`src/hw/rtl/mtd_pkg.sv`:
```
// Shared types and constants for the millisecond to time-digit converter.
// No dependencies; imported by every module of the block.
package mtd_pkg;

    // Digit code that leaves a display position dark.
    localparam logic [3:0] BLANK_CODE = 4'd10;

    // Reciprocal constants for exact division by a constant.
    localparam logic [31:0] RECIP_DIV10  = 32'hCCCC_CCCD;  // >> 35
    localparam logic [31:0] RECIP_DIV100 = 32'h51EB_851F;  // >> 37
    localparam logic [31:0] RECIP_DIV60  = 32'h8888_8889;  // >> 37
    localparam logic [10:0] RECIP_H100   = 11'd1311;       // >> 17, exact below 1200

    // Four two-digit fields, each held as a plain value below 100.
    typedef struct packed {
        logic       blank;
        logic [6:0] hour;
        logic [6:0] minute;
        logic [6:0] second;
        logic [6:0] centi;
    } t_fields;

    // Tens and ones of a value below 100: {tens, ones}.
    function automatic logic [7:0] split_digits(input logic [6:0] value);
        logic [17:0] prod;
        logic [3:0]  tens;
        logic [7:0]  tens10;
        logic [3:0]  ones;
        prod   = 18'(value) * 18'd205;
        tens   = prod[14:11];
        tens10 = 8'(tens) * 8'd10;
        ones   = 4'(value - tens10[6:0]);
        return {tens, ones};
    endfunction

endpackage

```
`src/hw/rtl/mtd_divide.sv`:
```
// Six-stage divide pipeline splitting a millisecond count into time fields.
// Depends on mtd_pkg for the reciprocal constants and the field struct.
module mtd_divide
    import mtd_pkg::*;
(
    input  logic        i_clk,
    input  logic        i_rst_n,
    input  logic        i_valid,
    output logic        o_ready,
    input  logic [31:0] i_time_ms,
    input  logic        i_blank,
    output logic        o_valid,
    input  logic        i_ready,
    output t_fields     o_fields
);

    localparam int NSTAGE = 6;

    logic [NSTAGE-1:0] r_v;
    logic [NSTAGE-1:0] adv;

    // A stage loads when it is empty or its contents move on.
    always_comb begin
        adv[NSTAGE-1] = !r_v[NSTAGE-1] || i_ready;
        for (int i = NSTAGE - 2; i >= 0; i--) begin
            adv[i] = !r_v[i] || adv[i+1];
        end
    end

    assign o_ready = adv[0];
    assign o_valid = r_v[NSTAGE-1];

    always_ff @(posedge i_clk) begin
        if (!i_rst_n) begin
            r_v <= '0;
        end else begin
            if (adv[0]) begin
                r_v[0] <= i_valid;
            end
            for (int i = 1; i < NSTAGE; i++) begin
                if (adv[i]) begin
                    r_v[i] <= r_v[i-1];
                end
            end
        end
    end

    // Stage 1: centisecond count, c = t / 10.
    logic [63:0] prod1;
    logic [28:0] r1_c;
    logic        r1_b;
    assign prod1 = 64'(i_time_ms) * 64'(RECIP_DIV10);

    // Stage 2: whole seconds, s = c / 100.
    logic [60:0] prod2;
    logic [22:0] r2_s;
    logic [6:0]  r2_c7;
    logic        r2_b;
    assign prod2 = 61'(r1_c) * 61'(RECIP_DIV100);

    // Stage 3: whole minutes, m = s / 60; centiseconds fall out of c - 100 s.
    logic [54:0] prod3;
    logic [13:0] s100;
    logic [16:0] r3_m;
    logic [5:0]  r3_s6;
    logic [6:0]  r3_centi;
    logic        r3_b;
    assign prod3 = 55'(r2_s) * 55'(RECIP_DIV60);
    assign s100  = 14'(r2_s[6:0]) * 14'd100;

    // Stage 4: whole hours, h = m / 60; seconds from s - 60 m.
    logic [48:0] prod4;
    logic [11:0] m60;
    logic [10:0] r4_h;
    logic [5:0]  r4_m6;
    logic [5:0]  r4_sec;
    logic [6:0]  r4_centi;
    logic        r4_b;
    assign prod4 = 49'(r3_m) * 49'(RECIP_DIV60);
    assign m60   = 12'(r3_m[5:0]) * 12'd60;

    // Stage 5: hundreds of hours; minutes from m - 60 h.
    logic [21:0] prod5;
    logic [11:0] h60;
    logic [3:0]  r5_hq;
    logic [6:0]  r5_h7;
    logic [5:0]  r5_min;
    logic [5:0]  r5_sec;
    logic [6:0]  r5_centi;
    logic        r5_b;
    assign prod5 = 22'(r4_h) * 22'(RECIP_H100);
    assign h60   = 12'(r4_h[5:0]) * 12'd60;

    // Stage 6: hours modulo 100.
    logic [10:0] hq100;
    t_fields     r6_f;
    assign hq100 = 11'(r5_hq) * 11'd100;

    always_ff @(posedge i_clk) begin
        if (adv[0]) begin
            r1_c <= prod1[63:35];
            r1_b <= i_blank;
        end
        if (adv[1]) begin
            r2_s  <= prod2[59:37];
            r2_c7 <= r1_c[6:0];
            r2_b  <= r1_b;
        end
        if (adv[2]) begin
            r3_m     <= prod3[53:37];
            r3_s6    <= r2_s[5:0];
            r3_centi <= r2_c7 - s100[6:0];
            r3_b     <= r2_b;
        end
        if (adv[3]) begin
            r4_h     <= prod4[47:37];
            r4_m6    <= r3_m[5:0];
            r4_sec   <= r3_s6 - m60[5:0];
            r4_centi <= r3_centi;
            r4_b     <= r3_b;
        end
        if (adv[4]) begin
            r5_hq    <= prod5[20:17];
            r5_h7    <= r4_h[6:0];
            r5_min   <= r4_m6 - h60[5:0];
            r5_sec   <= r4_sec;
            r5_centi <= r4_centi;
            r5_b     <= r4_b;
        end
        if (adv[5]) begin
            r6_f.hour   <= r5_h7 - hq100[6:0];
            r6_f.minute <= 7'(r5_min);
            r6_f.second <= 7'(r5_sec);
            r6_f.centi  <= r5_centi;
            r6_f.blank  <= r5_b;
        end
    end

    assign o_fields = r6_f;

endmodule

```
`src/hw/rtl/mtd_digits.sv`:
```
// Digit split, leading-zero blanking and output register of the converter.
// Depends on mtd_pkg for the field struct, the digit split and the blank code.
module mtd_digits
    import mtd_pkg::*;
(
    input  logic        i_clk,
    input  logic        i_rst_n,
    input  logic        i_valid,
    output logic        o_ready,
    input  t_fields     i_fields,
    output logic        o_valid,
    input  logic        i_ready,
    output logic [31:0] o_digits
);

    logic        r_v;
    logic [31:0] r_digits;
    logic [31:0] n_digits;
    logic [7:0]  hd, md, sd, cd;
    logic        b0, b1, b2, b3;

    assign o_ready = !r_v || i_ready;

    // The blanking flag passes from hours down while every field so far is zero.
    always_comb begin
        hd = split_digits(i_fields.hour);
        md = split_digits(i_fields.minute);
        sd = split_digits(i_fields.second);
        cd = split_digits(i_fields.centi);
        b0 = i_fields.blank;
        b1 = b0 && (i_fields.hour == '0);
        b2 = b1 && (i_fields.minute == '0);
        b3 = b2 && (i_fields.second == '0);
        n_digits[3:0]   = (b0 && hd[7:4] == '0) ? BLANK_CODE : hd[7:4];
        n_digits[7:4]   = b1 ? BLANK_CODE : hd[3:0];
        n_digits[11:8]  = (b1 && md[7:4] == '0) ? BLANK_CODE : md[7:4];
        n_digits[15:12] = b2 ? BLANK_CODE : md[3:0];
        n_digits[19:16] = (b2 && sd[7:4] == '0) ? BLANK_CODE : sd[7:4];
        n_digits[23:20] = b3 ? BLANK_CODE : sd[3:0];
        n_digits[27:24] = (b3 && cd[7:4] == '0) ? BLANK_CODE : cd[7:4];
        n_digits[31:28] = (b3 && i_fields.centi == '0) ? BLANK_CODE : cd[3:0];
    end

    always_ff @(posedge i_clk) begin
        if (!i_rst_n) begin
            r_v <= 1'b0;
        end else if (o_ready) begin
            r_v <= i_valid;
        end
        if (o_ready) begin
            r_digits <= n_digits;
        end
    end

    assign o_valid  = r_v;
    assign o_digits = r_digits;

endmodule

```
`src/hw/rtl/ms_to_time_digits_top.sv`:
```
// Top level of the millisecond to time-digit converter.
// Depends on mtd_pkg, mtd_divide and mtd_digits.
//
// The block turns an elapsed time in milliseconds into eight decimal digits:
// hours modulo 100, minutes, seconds and centiseconds, two digits each.
// Input words arrive on the s_axis channel: tdata carries the 32-bit count and
// tuser the blank-leading flag. With that flag set, leading zero digits come
// out as the blank code 10; a ones digit goes dark only when its whole field
// is zero, and blanking moves on to the next field only while every earlier
// field was zero.
// Result words leave on the m_axis channel, one for each input word, in order.
// Each word passes through six divide stages, the first five built around
// one constant-reciprocal multiply each, then through the digit and
// blanking stage with its output register. A word can enter every cycle, so
// throughput is one word per cycle while the receiver takes words.
// When the receiver stalls, the pipeline fills up behind the output register
// and s_axis_tready falls only once no stage can move; nothing is lost or
// repeated. Synchronous reset empties every stage and drops both valid lines.
module ms_to_time_digits_top
    import mtd_pkg::*;
(
    input  logic        i_clk,
    input  logic        i_rst_n,
    input  logic        s_axis_tvalid,
    output logic        s_axis_tready,
    input  logic [31:0] s_axis_tdata,  // [31:0] time_ms
    input  logic        s_axis_tuser,  // [0] blank_leading
    output logic        m_axis_tvalid,
    input  logic        m_axis_tready,
    // [3:0] hour_tens, [7:4] hour_ones, [11:8] minute_tens, [15:12] minute_ones,
    // [19:16] second_tens, [23:20] second_ones, [27:24] centi_tens,
    // [31:28] centi_ones
    output logic [31:0] m_axis_tdata
);

    logic    div_valid;
    logic    div_ready;
    t_fields div_fields;

    // Arithmetic part: successive divisions by 10, 100, 60, 60 and 100.
    mtd_divide u_divide (
        .i_clk     (i_clk),
        .i_rst_n   (i_rst_n),
        .i_valid   (s_axis_tvalid),
        .o_ready   (s_axis_tready),
        .i_time_ms (s_axis_tdata),
        .i_blank   (s_axis_tuser),
        .o_valid   (div_valid),
        .i_ready   (div_ready),
        .o_fields  (div_fields)
    );

    // Digit split and blanking, registered onto the output channel.
    mtd_digits u_digits (
        .i_clk    (i_clk),
        .i_rst_n  (i_rst_n),
        .i_valid  (div_valid),
        .o_ready  (div_ready),
        .i_fields (div_fields),
        .o_valid  (m_axis_tvalid),
        .i_ready  (m_axis_tready),
        .o_digits (m_axis_tdata)
    );

endmodule

```
`config.mk`:
```
export PLATFORM = sky130hd
export DESIGN_NAME = ms_to_time_digits_top
export DESIGN_NICKNAME = d
export VERILOG_FILES = /design/src/hw/rtl/mtd_pkg.sv /design/src/hw/rtl/mtd_divide.sv /design/src/hw/rtl/mtd_digits.sv /design/src/hw/rtl/ms_to_time_digits_top.sv
export SDC_FILE = /design/constraint.sdc
export NUM_CORES = 2
export LEC_CHECK = 0
export BUFFER_PORTS_ARGS = -buffer_cell sky130_fd_sc_hd__buf_2
export CAP_MARGIN = 0
export CORE_ASPECT_RATIO = 1.75
export CORE_MARGIN = 2
export CORE_UTILIZATION = 45
export DETAILED_ROUTE_END_ITERATION = 10
export HOLD_SLACK_MARGIN = 0.1
export MAX_ROUTING_LAYER = met4
export PLACE_DENSITY = 0.65
export SLEW_MARGIN = 20
export SYNTH_ARGS = -nofsm -noshare
export SYNTH_HDL_FRONTEND = slang
export SYNTH_SLANG_ARGS = --single-unit
```
`constraint.sdc`:
```
create_clock -name i_clk -period 10.91 [get_ports i_clk]
set_input_delay 2.182 -clock i_clk [delete_from_list [all_inputs] [get_ports i_clk]]
set_output_delay 2.182 -clock i_clk [all_outputs]
set_load 0.005 [all_outputs]
```
# --- Word-level counts from Yosys, hierarchy flattened ---
# Index checks and enable logic that the tools add are counted.
word_totals:
  register_bits: 220
  in_bits: 37
  out_inout_bits: 34
  elab_cells: 95
classes:
  n_addsub: 8
  n_mul: 17
  n_reduce_logical: 30
ops:
  columns: ["cell", "count"]
  rows:
  - ["$mul A32 B32 Y64 const B", 1]
  - ["$mul A29 B31 Y60 const B", 1]
  - ["$mul A23 B32 Y54 const B", 1]
  - ["$mul A17 B32 Y48 const B", 1]
  - ["$mul A7 B8 Y15 const B", 2]
  - ["$logic_not A7 Y1", 4]
  - ["$mul A6 B8 Y14 const B", 2]
  - ["$mul A11 B11 Y21 const B", 1]
  - ["$logic_not A4 Y1", 4]
  - ["$mul A4 B3 Y3 const B", 4]
  - ["$sub A4 B4 Y4", 4]
  - ["$sub A7 B7 Y7", 2]
  - ["$mul A6 B4 Y4 const B", 2]
  - ["$sub A6 B6 Y6", 2]
  - ["$logic_and A1 B1 Y1", 8]
  - ["$logic_not A1 Y1", 7]
  - ["$logic_or A1 B1 Y1", 7]
  - ["$mul A7 B5 Y5 const B", 1]
  - ["$mul A4 B5 Y5 const B", 1]

# --- Logic depth before layout (Yosys ltp) ---
logic_depth:
  ltp_word: 8
  ltp_mapped: 26
  depth_no_buf: 26

# --- Modules after synthesis ---
# Synthesis repeated with hierarchy kept, for this count alone.
hier_totals:
  cells_unflattened: 4841
  area_unflattened_um2: 51859.7
modules_own_cells:
  columns: ["module", "instances", "cells_per_inst", "area_each_um2", "seq_area_each_um2"]
  rows:
  - ["mtd_divide", 1, 4352, 46749.8, 5555.3]
  - ["mtd_digits", 1, 489, 5109.9, 980.9]

# --- Least setup slack after synthesis ---
# No wires, ideal clock.
synth_timing:
  path_type: "in2reg"
  startpoint: "in s_axis_tdata[6]"
  endpoint: "reg u_divide.r1_c[27] (data pin)"
  setup_time_ps: 259
  arrival_time_ps: 8543
  t_required_ps: 10651
  slack_ps: 2108
  stages: 22
  path_buffers: 0
  cell_sequence: "ha_1 -> inv_1 -> fa_1 -> fa_1 -> fa_1 -> inv_1 -> fa_1 -> fa_1 -> fa_1 -> inv_1 -> fa_1 -> inv_1 -> ha_1 -> and4_1 -> and2_1 -> a31oi_1 -> o21ai_0 -> o31ai_1 -> a21boi_0 -> o311ai_0 -> nand3_1 -> xor2_1"
synth_via:
  elab_chain_cells: 1
synth_rtl:
  columns: ["item", "line", "rtl"]
  rows:
  - ["start, declared", "ms_to_time_digits_top.sv:26", "input logic [31:0] s_axis_tdata,"]
  - ["$mul A32 B32 Y64", "mtd_divide.sv:52", "assign prod1 = 64'(i_time_ms) * 64'(RECIP_DIV10);"]
  - ["via u_divide.prod1[62]", "mtd_divide.sv:49", "logic [63:0] prod1;"]
  - ["end signal, assigned", "mtd_divide.sv:101", "r1_c <= prod1[63:35];"]
  - ["end, declared", "mtd_divide.sv:50", "logic [28:0] r1_c;"]
# The timed path passes the listed nets, and every way through them passes these cells.
# A chain may end at the register's enable or synchronous reset.

# --- Final worst setup path ---
# Ends and elaborated chain as after synthesis.

==> impl_metrics.ini <==
[sta]
tightest_slew_ns = 1.09
drv_slew = 0
finalCritPeriodShare_pct = 84.0
layout_min_cycle_time_ns = 9.16
finalSetupTns_ns = 0
relSlewSlack_pct = 26.4
fin_skew_ns = 0.0553
hold_violations = 0
max_freq_mhz = 109
rsz0062_at_grt = no
setup_viol = 0

[cells_and_area]
syn_to_final_growth_pct = 5.94
layout_commonest_cell = inv_1
drive_above_1_share_pct = 2.91
fin_area_sq_mm = 0.0546
nFillCells = 10569
diodes = 0
final_nets = 7017
most-common-layout-cells = 1500 x inv_1, 1179 x ha_1, 910 x fa_1, 213 x edfxtp_1, 130 x a21oi_1

[clock_network]
hold_buffers = 0
worstSkewPairLatency_ns = 0.59
cts.sinks = 220
cts_buffer_depth = 3
cts_resized = 0
cts_tree = built
cts_setup_buffers = 0
cts_made_buffers = 24
root_buffer = clkbuf_16
htreeDepth = 1
clk_pin_slew_ns = 0.07

[drt]
vias = 32911
detail-route-antenna-nets = 0
firstDrtPassIters = 5
drc_errors = 0
viasPerCell = 5.14
initialDrtViolationCount = 1275
wl_um = 132000
post_drt_wl_per_cell_um = 20.6

[synth]
avgSynthCellArea_sq_um = 10.7
synth_top_family_by_area = adder cells
synth_xor_xnor_area_share_pct = 2.49
ys_seq_elements = 220
muxShareOfSynthArea_pct = 0.0194
ys.flop_type = edfxtp_1
synth_cell_type_count = 75
async_flop_share_pct = 0
yosys_warnings = 0
syn_area_sq_mm = 0.0515
synth-adder-area-share_pct = 64.0
synthSimpleGateAreaFrac_pct = 3.67
synth.net_count = 6921
synth_edf_count = 213
synth_compound_area_share_pct = 6.11
ys_seq_area_share_pct = 12.7
synth_cells = 4795

[place]
port_buffers = 70
gp_congestion = 1.05
dp_hpwl_um = 121000
placed_cell_area_sq_mm = 0.0537

[critical_path]
crit_path_max_fanout = 5
r2r_end = u_divide.r2_s[15]$_DFFE_PP_
crit_arrival_ns = 9.48
worstReg2RegStart = u_divide.r1_c[6]$_DFFE_PP_
crit_type = primary input to flop
crit_end = u_divide.r1_c[27]$_DFFE_PP_
r2r_slack_ns = 2.45
worstSetupStartpoint = s_axis_tdata[6]
r2r_cells = 22
worst_setup_path_end_kind = flop
critPathLaunchType = primary input
crit_required_ns = 11.23

[floorplan]
ios = 71
die_area_sq_mm = 0.117
num_rows = 164
die_h_um = 452
die_w_um = 260
initial_core_util_pct = 45.2
core_sq_mm = 0.114

[run_status]
outcome = finished, final reports clean

[grt]
antenna_found_initial = 0
grt_usage_pct = 23.9
gr-total-overflow = 0
grt_pass1_wl_um = 205000
grt_max_degree = 33
grt_pass1_vias = 37133

[job]
maxCapViolCount = 0

[min_path]
min_path_type = flop to flop
-- routing by layer --
metal  vias up  part of all wire (%)  wire length (um)  GRT usage (%)
li1      15380                     -                 -              -
met4         0                   8.3             11000           15.8
met5         -                     0                 0              -
met3       319                   2.0              2700           1.36
met1     16605                    33             43900           22.4
met2       607                    56             74600           46.3
-- cells by family (layout without fill, tap and decap cells) --
| logic type | Yosys count | count (layout) |
|---|---|---|
| xor gates and xnor gates | 143 | 143 |
| and+or+nand+nor | 364 | 364 |
| adders and majority gates | 2089 | 2089 |
| muxes | 1 | 1 |
| AOI/OAI and AO/OA | 469 | 469 |
| buffers and inverters | 1509 | 1623 |
| DFF | 220 | 220 |
-- per-stage QoR --
| stage | hold slack (ns) | util [%] | instances | setup slack, ns |
|---|---|---|---|---|
| CTS | 0.412 | 47.9 | 6403 | 1.75 |
| finish | 0.411 | 47.9 | 6403 | 1.75 |
| global placement | 0.400 | 47.2 | 6359 | 1.24 |
| global route | 0.418 | 47.9 | 6403 | 1.34 |
| floorplan | 0.400 | - | 4795 | 2.11 |
| detailed placement | 0.405 | 47.2 | 6359 | 1.15 |
-- flip-flops by register name, summed over array words and instances, names as in the netlist, 4 cells and up --
register	count
u_divide.o_fields	27
u_divide.r4_h	11
u_divide.r1_c	29
u_divide.r2_c7	7
u_divide.r5_h7	7
u_divide.r3_centi	7
u_divide.r3_m	17
u_divide.r_v	6
u_divide.r2_s	23
u_digits.o_digits	32
u_divide.r5_sec	6
u_divide.r4_m6	6
u_divide.r5_min	6
u_divide.r5_hq	4
u_divide.r5_centi	7
u_divide.r4_centi	7
u_divide.r3_s6	6
u_divide.r4_sec	6
-- critical path, stage by stage --
cell and delay [ns]:
buf_2 0.15, ha_1 0.39, inv_1 0.17, fa_1 0.56, fa_1 0.56, fa_1 0.55
inv_1 0.08, fa_1 0.53, fa_1 0.52, fa_1 0.55, inv_1 0.06, fa_1 0.54
inv_1 0.05, ha_1 0.32, and4_1 0.18, and2_1 0.19, a31oi_1 0.13, o21ai_0 0.13
o31ai_1 0.52, a21boi_0 0.26, o311ai_0 0.53, nand3_1 0.16, xor2_1 0.17
-- final cells by class --
cell class                 count  area [sq um]  share of cell area (%)
clock buffer                  29           639                    1.17
clock inverter                15           169                   0.310
inverter                    1501          5630                    10.3
multi-input combinational   3066         39300                    72.0
sequential                   220          6540                    12.0
tap                         1494          1870                    3.43
timing repair buffer          78           410                   0.752
-- Yosys cell counts (21+ instances only) --
cell      count  share of area, %
o21ai_0      71              0.69
nand3_1      40              0.39
xnor2_1     101               1.7
a211oi_1     21              0.31
a21o_1       87               1.3
nor2_1       70              0.51
nand4_1      24              0.29
nand2_1      83              0.61
a21oi_1     130               1.3
ha_1       1179                29
inv_1      1501                11
fa_1        910                35
xor2_1       40              0.68
o21a_1       25              0.36
edfxtp_1    213                12
nor3_1       29              0.28
-- worst min-delay path by stage --
stage	to	slack [ns]	from	cells past startpoint
detailed placement	u_divide.o_fields[8]$_DFFE_PP_	0.40	u_divide.r5_sec[1]$_DFFE_PP_	0
CTS	u_divide.o_fields[8]$_DFFE_PP_	0.41	u_divide.r5_sec[1]$_DFFE_PP_	0
global placement	u_divide.r3_centi[1]$_DFFE_PP_	0.40	u_divide.r2_c7[1]$_DFFE_PP_	0
floorplan	u_divide.o_fields[0]$_DFFE_PP_	0.40	u_divide.r5_centi[0]$_DFFE_PP_	0
global route	u_divide.r4_centi[3]$_DFFE_PP_	0.42	u_divide.r3_centi[3]$_DFFE_PP_	0
finish	u_divide.r5_centi[6]$_DFFE_PP_	0.41	u_divide.r4_centi[6]$_DFFE_PP_	0
Power is not shown: default switching activity piles up to over one toggle a cycle in this logic, so the estimate is an artifact.
